`config.mk`:
```
export PLATFORM = sky130hd
export DESIGN_NAME = b64fb_codec
export DESIGN_NICKNAME = d
export VERILOG_FILES = /design/src/rtl/b64fb_pkg.sv /design/src/rtl/b64fb_codec.sv
export SDC_FILE = /design/constraint.sdc
export NUM_CORES = 1
export LEC_CHECK = 0
export BUFFER_PORTS_ARGS = -buffer_cell sky130_fd_sc_hd__buf_2
export CAP_MARGIN = 20
export CORE_MARGIN = 2
export CORE_UTILIZATION = 35
export DETAILED_ROUTE_END_ITERATION = 10
export PLACE_DENSITY_LB_ADDON = 0.12
export SLEW_MARGIN = 20
export SYNTH_ARGS = -nofsm -noshare
export SYNTH_HDL_FRONTEND = slang
export SYNTH_SLANG_ARGS = --single-unit
```
`constraint.sdc`:
```
create_clock -name vclk -period 7.15
set_clock_uncertainty 0.05 [all_clocks]
set_input_delay 2.145 -clock vclk [all_inputs]
set_output_delay 2.145 -clock vclk [all_outputs]
set_load 0.05 [all_outputs]
```
`src/rtl/b64fb_pkg.sv`:
```
// ----------------------------------------------------------------------------
// b64fb_pkg
// Shared types, constants and base64 helpers for the framebuffer pixel writer.
// ----------------------------------------------------------------------------
package b64fb_pkg;

	localparam int MAX_WIDTH    = 64;
	localparam int MAX_HEIGHT   = 64;
	localparam int HEADER_CHARS = 72;
	localparam int PIX_GROUPS   = (MAX_WIDTH * MAX_HEIGHT + 2) / 3;
	localparam int STORE_CHARS  = HEADER_CHARS + PIX_GROUPS * 8;

	// Field widths fixed by the interface.
	localparam int ADDR_W = 14;
	localparam int DIM_W  = 7;
	localparam int POS_W  = 6;

	// A pixel index is at most 63 * 127 + 63, which fits in 13 bits.
	localparam int PIX_W   = 13;
	localparam int GROUP_W = 12;
	localparam int MUL_B_W = 12;
	localparam int MUL_W   = PIX_W + MUL_B_W;

	// Division by three: floor(pix * 2731 / 8192) is exact for every 13-bit pix.
	localparam logic [MUL_B_W-1:0] RECIP_3     = 12'd2731;
	localparam int                 RECIP_SHIFT = 13;

	localparam logic [7:0] CHAR_FILL = 8'h41;  // 'A'

	// Request kinds.
	localparam logic [1:0] KIND_DRAW  = 2'd0;
	localparam logic [1:0] KIND_WRITE = 2'd1;
	localparam logic [1:0] KIND_READ  = 2'd2;

	// Configuration register indexes.
	localparam logic CFG_WIDTH  = 1'b0;
	localparam logic CFG_HEIGHT = 1'b1;

	// Position of a pixel inside its three-pixel group.
	localparam logic [1:0] PHASE_FIRST = 2'd0;
	localparam logic [1:0] PHASE_MID   = 2'd1;
	localparam logic [1:0] PHASE_LAST  = 2'd2;

	typedef enum logic [3:0] {
		ST_CLEAR,
		ST_IDLE,
		ST_DECODE,
		ST_MUL_DIV,
		ST_SPLIT,
		ST_RD_A,
		ST_RD_B,
		ST_WRITE,
		ST_RD_WAIT,
		ST_FINISH
	} state_t;

	// Characters to store for one draw: chars[i] goes to base + first_off + i.
	typedef struct packed {
		logic [2:0]      first_off;
		logic [1:0]      last_cnt;
		logic [3:0][7:0] chars;
	} draw_plan_t;

	function automatic logic [7:0] b64_char(input logic [5:0] six);
		logic [7:0] v;
		v = {2'b00, six};
		if (six < 6'd26)      return 8'h41 + v;
		else if (six < 6'd52) return 8'h61 + v - 8'd26;
		else if (six < 6'd62) return 8'h30 + v - 8'd52;
		else if (six == 6'd62) return 8'h2B;
		else                  return 8'h2F;
	endfunction

	// Decoded value of a stored character: '=' gives 64, anything unknown 255.
	function automatic logic [7:0] b64_value(input logic [7:0] c);
		if (c >= 8'h41 && c <= 8'h5A)      return c - 8'h41;
		else if (c >= 8'h61 && c <= 8'h7A) return c - 8'h61 + 8'd26;
		else if (c >= 8'h30 && c <= 8'h39) return c - 8'h30 + 8'd52;
		else if (c == 8'h2B)               return 8'd62;
		else if (c == 8'h2F)               return 8'd63;
		else if (c == 8'h3D)               return 8'd64;
		else                               return 8'd255;
	endfunction

endpackage

```
`src/rtl/b64fb_codec.sv`:
```
// ----------------------------------------------------------------------------
// b64fb_codec
// Builds the characters that one pixel draw writes into its group.
// ----------------------------------------------------------------------------
module b64fb_codec
	import b64fb_pkg::*;
(
	input  logic [1:0]  phase,
	input  logic [15:0] color,
	input  logic [7:0]  keep_a,  // stored character at group offset 2
	input  logic [7:0]  keep_b,  // stored character at group offset 5
	output draw_plan_t  plan
);

	logic [7:0] lo;
	logic [7:0] hi;
	logic [7:0] ka;
	logic [7:0] kb;

	assign lo = color[7:0];
	assign hi = color[15:8];
	assign ka = b64_value(keep_a);
	assign kb = b64_value(keep_b);

	always_comb begin
		plan.first_off = 3'd0;
		plan.last_cnt  = 2'd2;
		plan.chars     = '0;
		case (phase)
			PHASE_FIRST: begin
				plan.first_off = 3'd0;
				plan.last_cnt  = 2'd2;
				plan.chars[0]  = b64_char(lo[7:2]);
				plan.chars[1]  = b64_char({lo[1:0], hi[7:4]});
				plan.chars[2]  = b64_char({hi[3:0], ka[1:0]});
			end
			PHASE_MID: begin
				plan.first_off = 3'd2;
				plan.last_cnt  = 2'd3;
				plan.chars[0]  = b64_char({ka[5:2], lo[7:6]});
				plan.chars[1]  = b64_char(lo[5:0]);
				plan.chars[2]  = b64_char(hi[7:2]);
				plan.chars[3]  = b64_char({hi[1:0], kb[3:0]});
			end
			default: begin
				plan.first_off = 3'd5;
				plan.last_cnt  = 2'd2;
				plan.chars[0]  = b64_char({kb[5:4], lo[7:4]});
				plan.chars[1]  = b64_char({lo[3:0], hi[7:6]});
				plan.chars[2]  = b64_char(hi[5:0]);
			end
		endcase
	end

endmodule

```
* Word-level counts from Yosys, hierarchy flattened
Cells that the tools add are included.
** Word-level totals
- Output and inout port bits :: 37
- Register bits after elaboration :: 0
- Word-level logic and storage cells :: 181
** Operators by class
- Equal/unequal tests :: 17
- $lt $le $gt $ge :: 42
- Add/sub/neg operators :: 60
- Reduce and logical (&&, ||, !) cells :: 7
- Multiplexer cells :: 55
** Operators by type and width (number)
- 8-bit 2-to-1 mux :: 31
- 7-bit by 6-bit adder with 8-bit output, first input constant :: 20
- 6-bit less-than comparator, second input constant :: 20
- 7-bit by 6-bit subtractor with 8-bit output, second input constant :: 10
- 8-bit by 5-bit subtractor with 8-bit output, second input constant :: 10
- 6-bit 2-to-1 mux :: 12
- 6-bit by 6-bit adder with 7-bit output, first input constant :: 10
- 6-bit equality test, second input constant :: 10
- 6-bit by 5-bit less-than comparator with 1-bit output, second input constant :: 10
- 8-bit by 6-bit equality test with 1-bit output, second input constant :: 6
- 24-bit one-hot mux with 2 select lines :: 1
- 8-bit by 7-bit greater-or-equal comparator with 1-bit output, second input constant :: 4
- 8-bit by 7-bit <= comparator with 1-bit output, second input constant :: 4
- 3-bit 2-to-1 mux :: 10
- 6-bit subtractor, second input constant :: 4
- 8-bit by 6-bit greater-or-equal comparator with 1-bit output, second input constant :: 2
- 8-bit by 6-bit <= comparator with 1-bit output, second input constant :: 2
- 6-bit by 5-bit adder with 6-bit output, second input constant :: 2
- 6-bit adder, second input constant :: 2
- 6-bit by 1-bit subtractor with 6-bit output, second input constant :: 2
- 5-bit one-hot mux with 2 select lines :: 1
- 1-bit logical AND :: 6
- 2-bit by 1-bit equality test with 1-bit output, second input constant :: 1
- 2-bit logical NOT :: 1

* Longest topological paths before layout
Gate-level depths: netlist of run 1.
- Depth in word-level cells :: 13
- Gate-level depth with buffers :: 18
- Gate-level depth less buffers :: 16

* Worst setup path after synthesis of run 1
Ideal clock, no wire load.
- Path kind :: input -> output
- Start :: input keep_b[2]
- End :: output plan[27] (netlist name)
- Stages :: 16
- Setup slack :: -1.319 ns
- Arrival time :: 6.274 ns
- Path through :: clkbuf_1 -> inv_1 -> ha_1 -> a21o_1 -> a311oi_1 -> and3_1 -> buf_2 -> a221oi_1 -> a2bb2oi_2 -> ha_1 -> nand2_1 -> nand2_1 -> a41oi_1 -> buf_2 -> nor2_1 -> a311oi_1
** RTL lines
- start, declared :: line b64fb_codec.sv:11 : input logic [7:0] keep_b,
- end, declared :: line b64fb_codec.sv:12 : output draw_plan_t plan

==> results of run 1 <==
==> layout make-up <==
cell class / count / area (sq um) / area share
multi-input combinational: 753 / 5720 / 0.712
tap: 188 / 235 / 0.0293
timing repair buffer: 238 / 1860 / 0.231
inverter: 46 / 219 / 0.0273
==> worst max-delay path: stages <==
cell	delay [ps]
buf_6	110
clkinvlp_4	100
ha_4	150
nand2b_4	50
a211o_1	320
and3_4	230
a221oi_4	340
a2bb2oi_4	210
ha_2	220
nand2_2	60
nand2_2	80
a41oi_4	50
and3_4	220
o21ai_2	120
a32oi_2	130
a311oi_4	300
buf_6	200
==> metrics by stage <==
| step | TNS [ps] | instances | hold WS, ps | cell area (sq um) | power [uW] |
|---|---|---|---|---|---|
| after floorplan | -341 | 859 | 4520 | 5830 | 379 |
| after global placement | -2140 | 1201 | 4850 | 7270 | 562 |
| after detailed placement | -2550 | 1201 | 4850 | 7270 | 560 |
| after CTS | -2.20 | 1213 | 4830 | 7610 | 591 |
| after global routing | -1370 | 1225 | 4880 | 8030 | 681 |
| final | -126 | 1225 | 4840 | 8030 | 634 |
==> cells in the mapped netlist, drive strengths merged (5+ instances only) <==
cell type,count,share of area
nor2,59,0.041
a221oi,5,0.0082
a211oi,17,0.025
a311oi,14,0.023
mux2i,8,0.015
o21ai,69,0.065
nor2b,17,0.020
buf,10,0.012
and3,7,0.0084
xnor2,19,0.031
a32oi,5,0.0082
a21oi,92,0.088
a21o,12,0.017
o211ai,12,0.017
nand2,98,0.069
nand3,47,0.044
nand2b,18,0.022
nor4,5,0.0058
clkbuf,50,0.035
a22oi,6,0.011
a31oi,16,0.019
o311ai,5,0.0082
inv,44,0.031
nor3,42,0.042
nand4,14,0.016
ha,65,0.15
and2,6,0.0070
o31ai,8,0.011
==> layer usage <==
| layer | vias up | track usage | part of all wire |
|---|---|---|---|
| met4 | 0 | 0.0317 | 0.0098 |
| met5 | - | 0 | 0 |
| met3 | 23 | 0.0130 | 0.061 |
| met2 | 312 | 0.411 | 0.47 |
| met1 | 3420 | 0.348 | 0.46 |
| li1 | 3571 | - | - |
==> cells by family after synthesis <==
logic type,Yosys count,synth area share
simple gates,342,0.320
compound gates,316,0.398
mux,9,0.0178
fa+ha+maj,65,0.152
xor+xnor,20,0.0327
buf+inv,106,0.0791
other cells,1,0.000701
==> power breakdown <==
part           leakage (uW)  switching [uW]  internal [uW]
logic               0.00334             378            256
clock network             0               0              0
registers                 0               0              0
==> path summary, 6_finish.rpt <==
path  endpoint  slack, ps
max   plan[27]        -90
min   plan[28]       4840
==> timing repair <==
action / 4_1_cts / 5_1_grt
gates cloned: 1 / 0
setup endpoints to repair: 19 / 21
resized for setup: 63 / 90
setup buffers: 12 / 12
endpoints found under the hold margin: 0 / 0
pin swaps: 20 / 48
==> results.sh, run 1 <==
export IMPL_layout_setup_ws_ps=-93.6
export IMPL_rsz0062_at_grt="yes"
export IMPL_groute_usage_overall=0.243
export IMPL_fillers=1510
export IMPL_synth_area_sq_mm=0.00535
export IMPL_hp_start="color[8]"
export IMPL_grt_max_degree=27
export IMPL_yosys_warnings=0
export IMPL_coreArea_sq_mm=0.0151
export IMPL_fin_crit_sh=1.01
export IMPL_p_per_area_mw_per_mm2=78.9
export IMPL_regArea_sq_um=0
export IMPL_antenna_cells=0
export IMPL_slew_violations=0
export IMPL_critPathLaunchType="primary input"
export IMPL_die_h_microns=128
export IMPL_synth_seq_area_share=0
export IMPL_most_common_layout_cells="156 x buf_4, 92 x nand2_1, 84 x a21oi_1"
export IMPL_end_kind="primary output"
export IMPL_critPathRequiredTime_ps=4950
export IMPL_vias=7326
export IMPL_cp_max_fo=5
export IMPL_dieWidth_microns=128
export IMPL_antenna_found_initial=0
export IMPL_clkbuf_count=0
export IMPL_critPathLaunch="keep_b[0]"
export IMPL_post_dp_hpwl_microns=15700
export IMPL_ys_types=90
export IMPL_setup_violations=5
export IMPL_nNetsFinal=1138
export IMPL_hold_viol=0
export IMPL_dr_pass1_iters=7
export IMPL_num_rows=45
export IMPL_syn2layout_area_growth_pct=50.1
export IMPL_grt_pass1_wl_microns=33700
export IMPL_slew_headroom=0.588
export IMPL_worstMarginPinSlew_ps=613
export IMPL_drc=0
export IMPL_n_sequential_cell=0
export IMPL_boundaryPins=71
export IMPL_hold_class="primary input to primary output"
export IMPL_status="finished, violations left"
export IMPL_fmax_mhz=138
export IMPL_avgViaCountPerCell=5.98
export IMPL_p_leak_uw=0.00334
export IMPL_drive_above_1_share=0.353
export IMPL_grt_pass1_vias=6656
export IMPL_start_util=0.354
export IMPL_dp_slack_ps=-297
export IMPL_crit_arrival_ps=5050
export IMPL_synth_cells=859
export IMPL_critical_path_class="primary input to primary output"
export IMPL_synth_nets=958
export IMPL_port_buffers=70
export IMPL_antenna_left=0
export IMPL_violations="negative setup slack"
export IMPL_wl_microns=21000
export IMPL_hold_depth=4
export IMPL_globalplace_congestion=0.880
export IMPL_drv_cap=0
export IMPL_drtIter0Drc=525
export IMPL_avgSynthCellArea_sq_um=6.23
export IMPL_routedWlPerCell_microns=17.1
export IMPL_dieArea_sq_mm=0.0163
export IMPL_final_common_cell="buf_4"
export IMPL_fin_crit_ps=7240
export IMPL_vdd_ir_drop_worst_mv=0.0608
export IMPL_hold_buffers=0
export IMPL_postLayoutCoreUtil=0.532
export IMPL_grt_overflow=0
(Power assumes the default switching activity.)
==> inputs of run 2 (changes only) <==
Settings changed: CORE_MARGIN 2 to unset.
==> results.sh, run 2 (same netlist as run 1, synthesis figures left out) <==
export IMPL_vdd_ir_drop_worst_mv=0.0561
export IMPL_antenna_found_initial=0
export IMPL_hp_start="phase[1]"
export IMPL_crit_arrival_ps=4950
export IMPL_dr_pass1_iters=8
export IMPL_most_common_layout_cells="143 x buf_4, 94 x nand2_1, 83 x a21oi_1"
export IMPL_port_buffers=70
export IMPL_final_common_cell="buf_4"
export IMPL_routedWlPerCell_microns=16.6
export IMPL_crit_chain="buf_6 -> buf_6 -> nand2_2 -> buf_4 -> o311a_4 -> or4_4 -> a22oi_4 -> buf_6 -> nor3_4 -> or2_1 -> nand4_1 -> mux2i_2 -> o41ai_4 -> buf_6"
export IMPL_drtIter0Drc=670
export IMPL_drc=6
export IMPL_fin_crit_sh=1.00
export IMPL_syn2layout_area_growth_pct=44.1
export IMPL_grt_pass1_wl_microns=32300
export IMPL_fmax_mhz=140
export IMPL_status="finished, violations left"
export IMPL_critPathRequiredTime_ps=4950
export IMPL_clkbuf_count=0
export IMPL_hold_buffers=0
export IMPL_n_sequential_cell=0
export IMPL_groute_usage_overall=0.240
export IMPL_placedCellCount=1189
export IMPL_wl_microns=19900
export IMPL_slew_headroom=0.656
export IMPL_drv_cap=0
export IMPL_die_h_microns=126
export IMPL_worstMarginPinSlew_ps=513
export IMPL_crit_slowest_cell="or4_4"
export IMPL_avgViaCountPerCell=5.97
export IMPL_critPathLaunchType="primary input"
export IMPL_antenna_cells=0
export IMPL_dp_slack_ps=-256
export IMPL_p_leak_uw=0.00321
export IMPL_antenna_left=0
export IMPL_coreArea_sq_mm=0.0147
export IMPL_hold_viol=0
export IMPL_post_dp_hpwl_microns=15000
export IMPL_dieArea_sq_mm=0.0158
export IMPL_critPathLaunch="keep_a[1]"
export IMPL_vias=7169
export IMPL_rsz0062_at_grt="yes"
export IMPL_layout_setup_ws_ps=3.33
export IMPL_dieWidth_microns=126
export IMPL_grt_pass1_vias=6373
export IMPL_critPathMostFrequentCell="buf_6"
export IMPL_slowest_delay_ps=550
export IMPL_regArea_sq_um=0
export IMPL_hold_class="primary input to primary output"
export IMPL_setup_violations=0
export IMPL_end_kind="primary output"
export IMPL_cp_max_fo=7
export IMPL_p_per_area_mw_per_mm2=78.3
export IMPL_num_rows=44
export IMPL_grt_max_degree=36
export IMPL_grt_overflow=0
export IMPL_nNetsFinal=1118
export IMPL_slew_violations=0
export IMPL_start_util=0.364
export IMPL_fin_cells=1201
export IMPL_boundaryPins=71
export IMPL_fin_crit_ps=7150
export IMPL_drive_above_1_share=0.333
export IMPL_globalplace_congestion=0.889
export IMPL_critical_path_class="primary input to primary output"
export IMPL_violations="design-rule violations"
-- run 2: critical path, delay by kind of cell --
| kind | cells | cell delay [ps] |
|---|---|---|
| AO/OA/AOI/OAI | 3 | 1020 |
| multiplexers | 1 | 100 |
| AND/OR/NAND/NOR | 5 | 990 |
| buffers and inverters | 5 | 680 |
-- run 2: metrics by stage --
| stage | util | hold slack [ps] | total power (uW) | TNS, ps | cell area (sq um) |
|---|---|---|---|---|---|
| 2_1_floorplan | - | 4520 | 379 | -341 | 5830 |
| 3_5_place_dp | 0.486 | 4750 | 548 | -2650 | 7150 |
| 6_report | 0.525 | 4700 | 604 | 0 | 7710 |
| 4_1_cts | 0.504 | 4690 | 572 | 0 | 7410 |
| 5_1_grt | 0.525 | 4700 | 650 | -353 | 7710 |
| 3_3_place_gp | 0.486 | 4750 | 551 | -2300 | 7150 |
-- run 2: repair_timing --
item	in CTS	in global routing
resized for setup	54	70
pin swaps	19	20
buffers inserted	8	3
endpoints found under the setup margin	19	18
gates cloned	1	0
-- run 2: cell type report --
cell class | count | area (sq um)
fillers | 1459 | 6990
inverters | 46 | 214
multi-input cells | 753 | 5630
well taps | 184 | 230
repair buffers | 218 | 1630
-- run 2: final timing paths --
kind,depth (start not counted),endpoint,slack [ps]
max,14,plan[2],3
min,3,plan[2],4700
-- run 2: power by group --
part | leakage, uW | switching (uW) | internal (uW) | total (uW)
registers | 0 | 0 | 0 | 0
logic | 0.00321 | 367 | 237 | 604
clock network | 0 | 0 | 0 | 0
-- run 2: metal layers --
layer,global-route usage,vias up,share of wire
li1,-,3535,-
met1,0.352,3337,0.47
met2,0.392,287,0.45
met3,0.0187,10,0.070
met4,0.0237,0,0.0062
met5,0,-,0
==> inputs of run 3 (changes only) <==
Settings changed: CORE_UTILIZATION 35 to 56.
==> results.sh, run 3 (same netlist as run 1, synthesis figures left out) <==
export IMPL_critPathLaunch="keep_b[1]"
export IMPL_grt_pass1_wl_microns=32900
export IMPL_avgViaCountPerCell=6.74
export IMPL_dieWidth_microns=99.7
export IMPL_worstMarginPinSlew_ps=896
export IMPL_placedCellCount=1121
export IMPL_cp_max_fo=6
export IMPL_boundaryPins=71
export IMPL_critical_path_class="primary input to primary output"
export IMPL_antenna_left=0
export IMPL_switchingPower_uw=379
export IMPL_port_buffers=70
export IMPL_slew_headroom=0.401
export IMPL_antenna_cells=0
export IMPL_design_area_sq_mm=0.00763
export IMPL_antenna_found_initial=0
export IMPL_status="finished, violations left"
export IMPL_drc=0
export IMPL_start_util=0.579
export IMPL_setup_violations=1
export IMPL_slew_violations=0
export IMPL_routedWlPerCell_microns=18.2
export IMPL_p_clk_frac=0
export IMPL_p_comb_frac=1.000
export IMPL_vdd_ir_drop_worst_mv=0.0886
export IMPL_dr_pass1_iters=8
export IMPL_grt_overflow=0
export IMPL_holdPathEnd="plan[28]"
export IMPL_die_h_microns=99.7
export IMPL_num_rows=35
export IMPL_postLayoutCoreUtil=0.825
export IMPL_hold_class="primary input to primary output"
export IMPL_hold_depth=4
export IMPL_drtIter0Drc=734
export IMPL_syn2layout_area_growth_pct=42.6
export IMPL_swShare=0.614
export IMPL_fin_crit_ps=7160
export IMPL_drv_cap=0
export IMPL_fin_cells=1132
export IMPL_globalplace_congestion=0.968
export IMPL_p_leak_uw=0.00316
export IMPL_placed_cell_area_sq_mm=0.00701
export IMPL_rsz0062_at_grt="yes"
export IMPL_violations="negative setup slack"
export IMPL_hold_buffers=0
export IMPL_fmax_mhz=140
export IMPL_clkbuf_count=0
export IMPL_fin_crit_sh=1.00
export IMPL_hp_start="color[8]"
export IMPL_crit_arrival_ps=4970
export IMPL_hold_viol=0
export IMPL_layout_setup_ws_ps=-13.4
export IMPL_n_sequential_cell=0
export IMPL_end_kind="primary output"
export IMPL_vias=7631
export IMPL_dieArea_sq_mm=0.00995
export IMPL_post_dp_hpwl_microns=14700
export IMPL_groute_usage_overall=0.391
export IMPL_grt_pass1_vias=6854
export IMPL_critPathLaunchType="primary input"
export IMPL_p_int_uw=238
export IMPL_drive_above_1_share=0.330
export IMPL_p_per_area_mw_per_mm2=80.9
export IMPL_final_common_cell="buf_4"
export IMPL_wl_microns=20600
export IMPL_coreArea_sq_mm=0.00924
export IMPL_regArea_sq_um=0
export IMPL_critPathRequiredTime_ps=4950
export IMPL_most_common_layout_cells="122 x buf_4, 89 x nand2_1, 82 x a21oi_1"
export IMPL_pwr_share_seq=0
export IMPL_grt_max_degree=41
export IMPL_nNetsFinal=1104
[run 3: cell count changes in the layout (fill, tap and decap cells not counted), moves of 2 or more]
cell	delta
ha_4	+2
buf_6	+9
a211oi_1	+2
nand2_2	+5
nor3_2	-2
buf_12	+2
a211oi_2	-2
nor3_1	+2
nand2_1	-5
buf_8	-2
buf_4	-21
[run 3: per-layer routing]
layer / vias up / wire [microns] / track usage
met2: 544 / 9580 / 0.662
met5: - / 0 / 0
li1: 3512 / - / -
met3: 104 / 2000 / 0.0232
met1: 3471 / 8280 / 0.533
met4: 0 / 704 / 0.109
[run 3: critical path, cell delays in order]
cell and delay (ps):
buf_12 90, inv_12 30, ha_4 150, nand2b_4 130, a211o_1 330, and3_4 220
a221oi_4 310, a2bb2oi_4 260, ha_4 170, nand2_2 50, nand2_2 90, a41oi_4 80
and3_4 220, o21ai_2 130, a32oi_2 140, a311oi_4 230, buf_6 200
[run 3: layout make-up]
class,count,area [sq um]
Fill cell,614,1610
Inverter,46,211
Multi-Input combinational cell,753,5680
Tap cell,129,161
Timing Repair Buffer,204,1570
[run 3: repair_timing]
item                                   CTS  global route
setup buffers                            6             7
endpoints found under the hold margin    0             0
setup endpoints to repair               19            21
gates resized for setup                 72            68
pin swaps                               18            29
[run 3: worst max path at each step]
stage | cells past startpoint | end
floorplan | 15 | plan[2]
global placement | 19 | plan[28]
detailed placement | 15 | plan[29]
CTS | 16 | plan[28]
global route | 17 | plan[27]
finish | 17 | plan[27]
[run 3: power groups by stage]
stage	clock network [uW]	registers [uW]	logic, uW
2_1_floorplan	0	0	379
3_3_place_gp	0	0	530
3_5_place_dp	0	0	541
4_1_cts	0	0	570
5_1_grt	0	0	655
6_report	0	0	617
[run 3: stage by stage]
stage	worst slack (ps)	hold slack, ps	setup TNS (ps)	total power, uW
4_1_cts	-13.2	4800	-13.2	570
3_3_place_gp	-209	4850	-1700	530
2_1_floorplan	-151	4520	-341	379
5_1_grt	-129	4850	-606	655
3_5_place_dp	-325	4850	-2980	541
6_report	-13.4	4830	-13.4	617
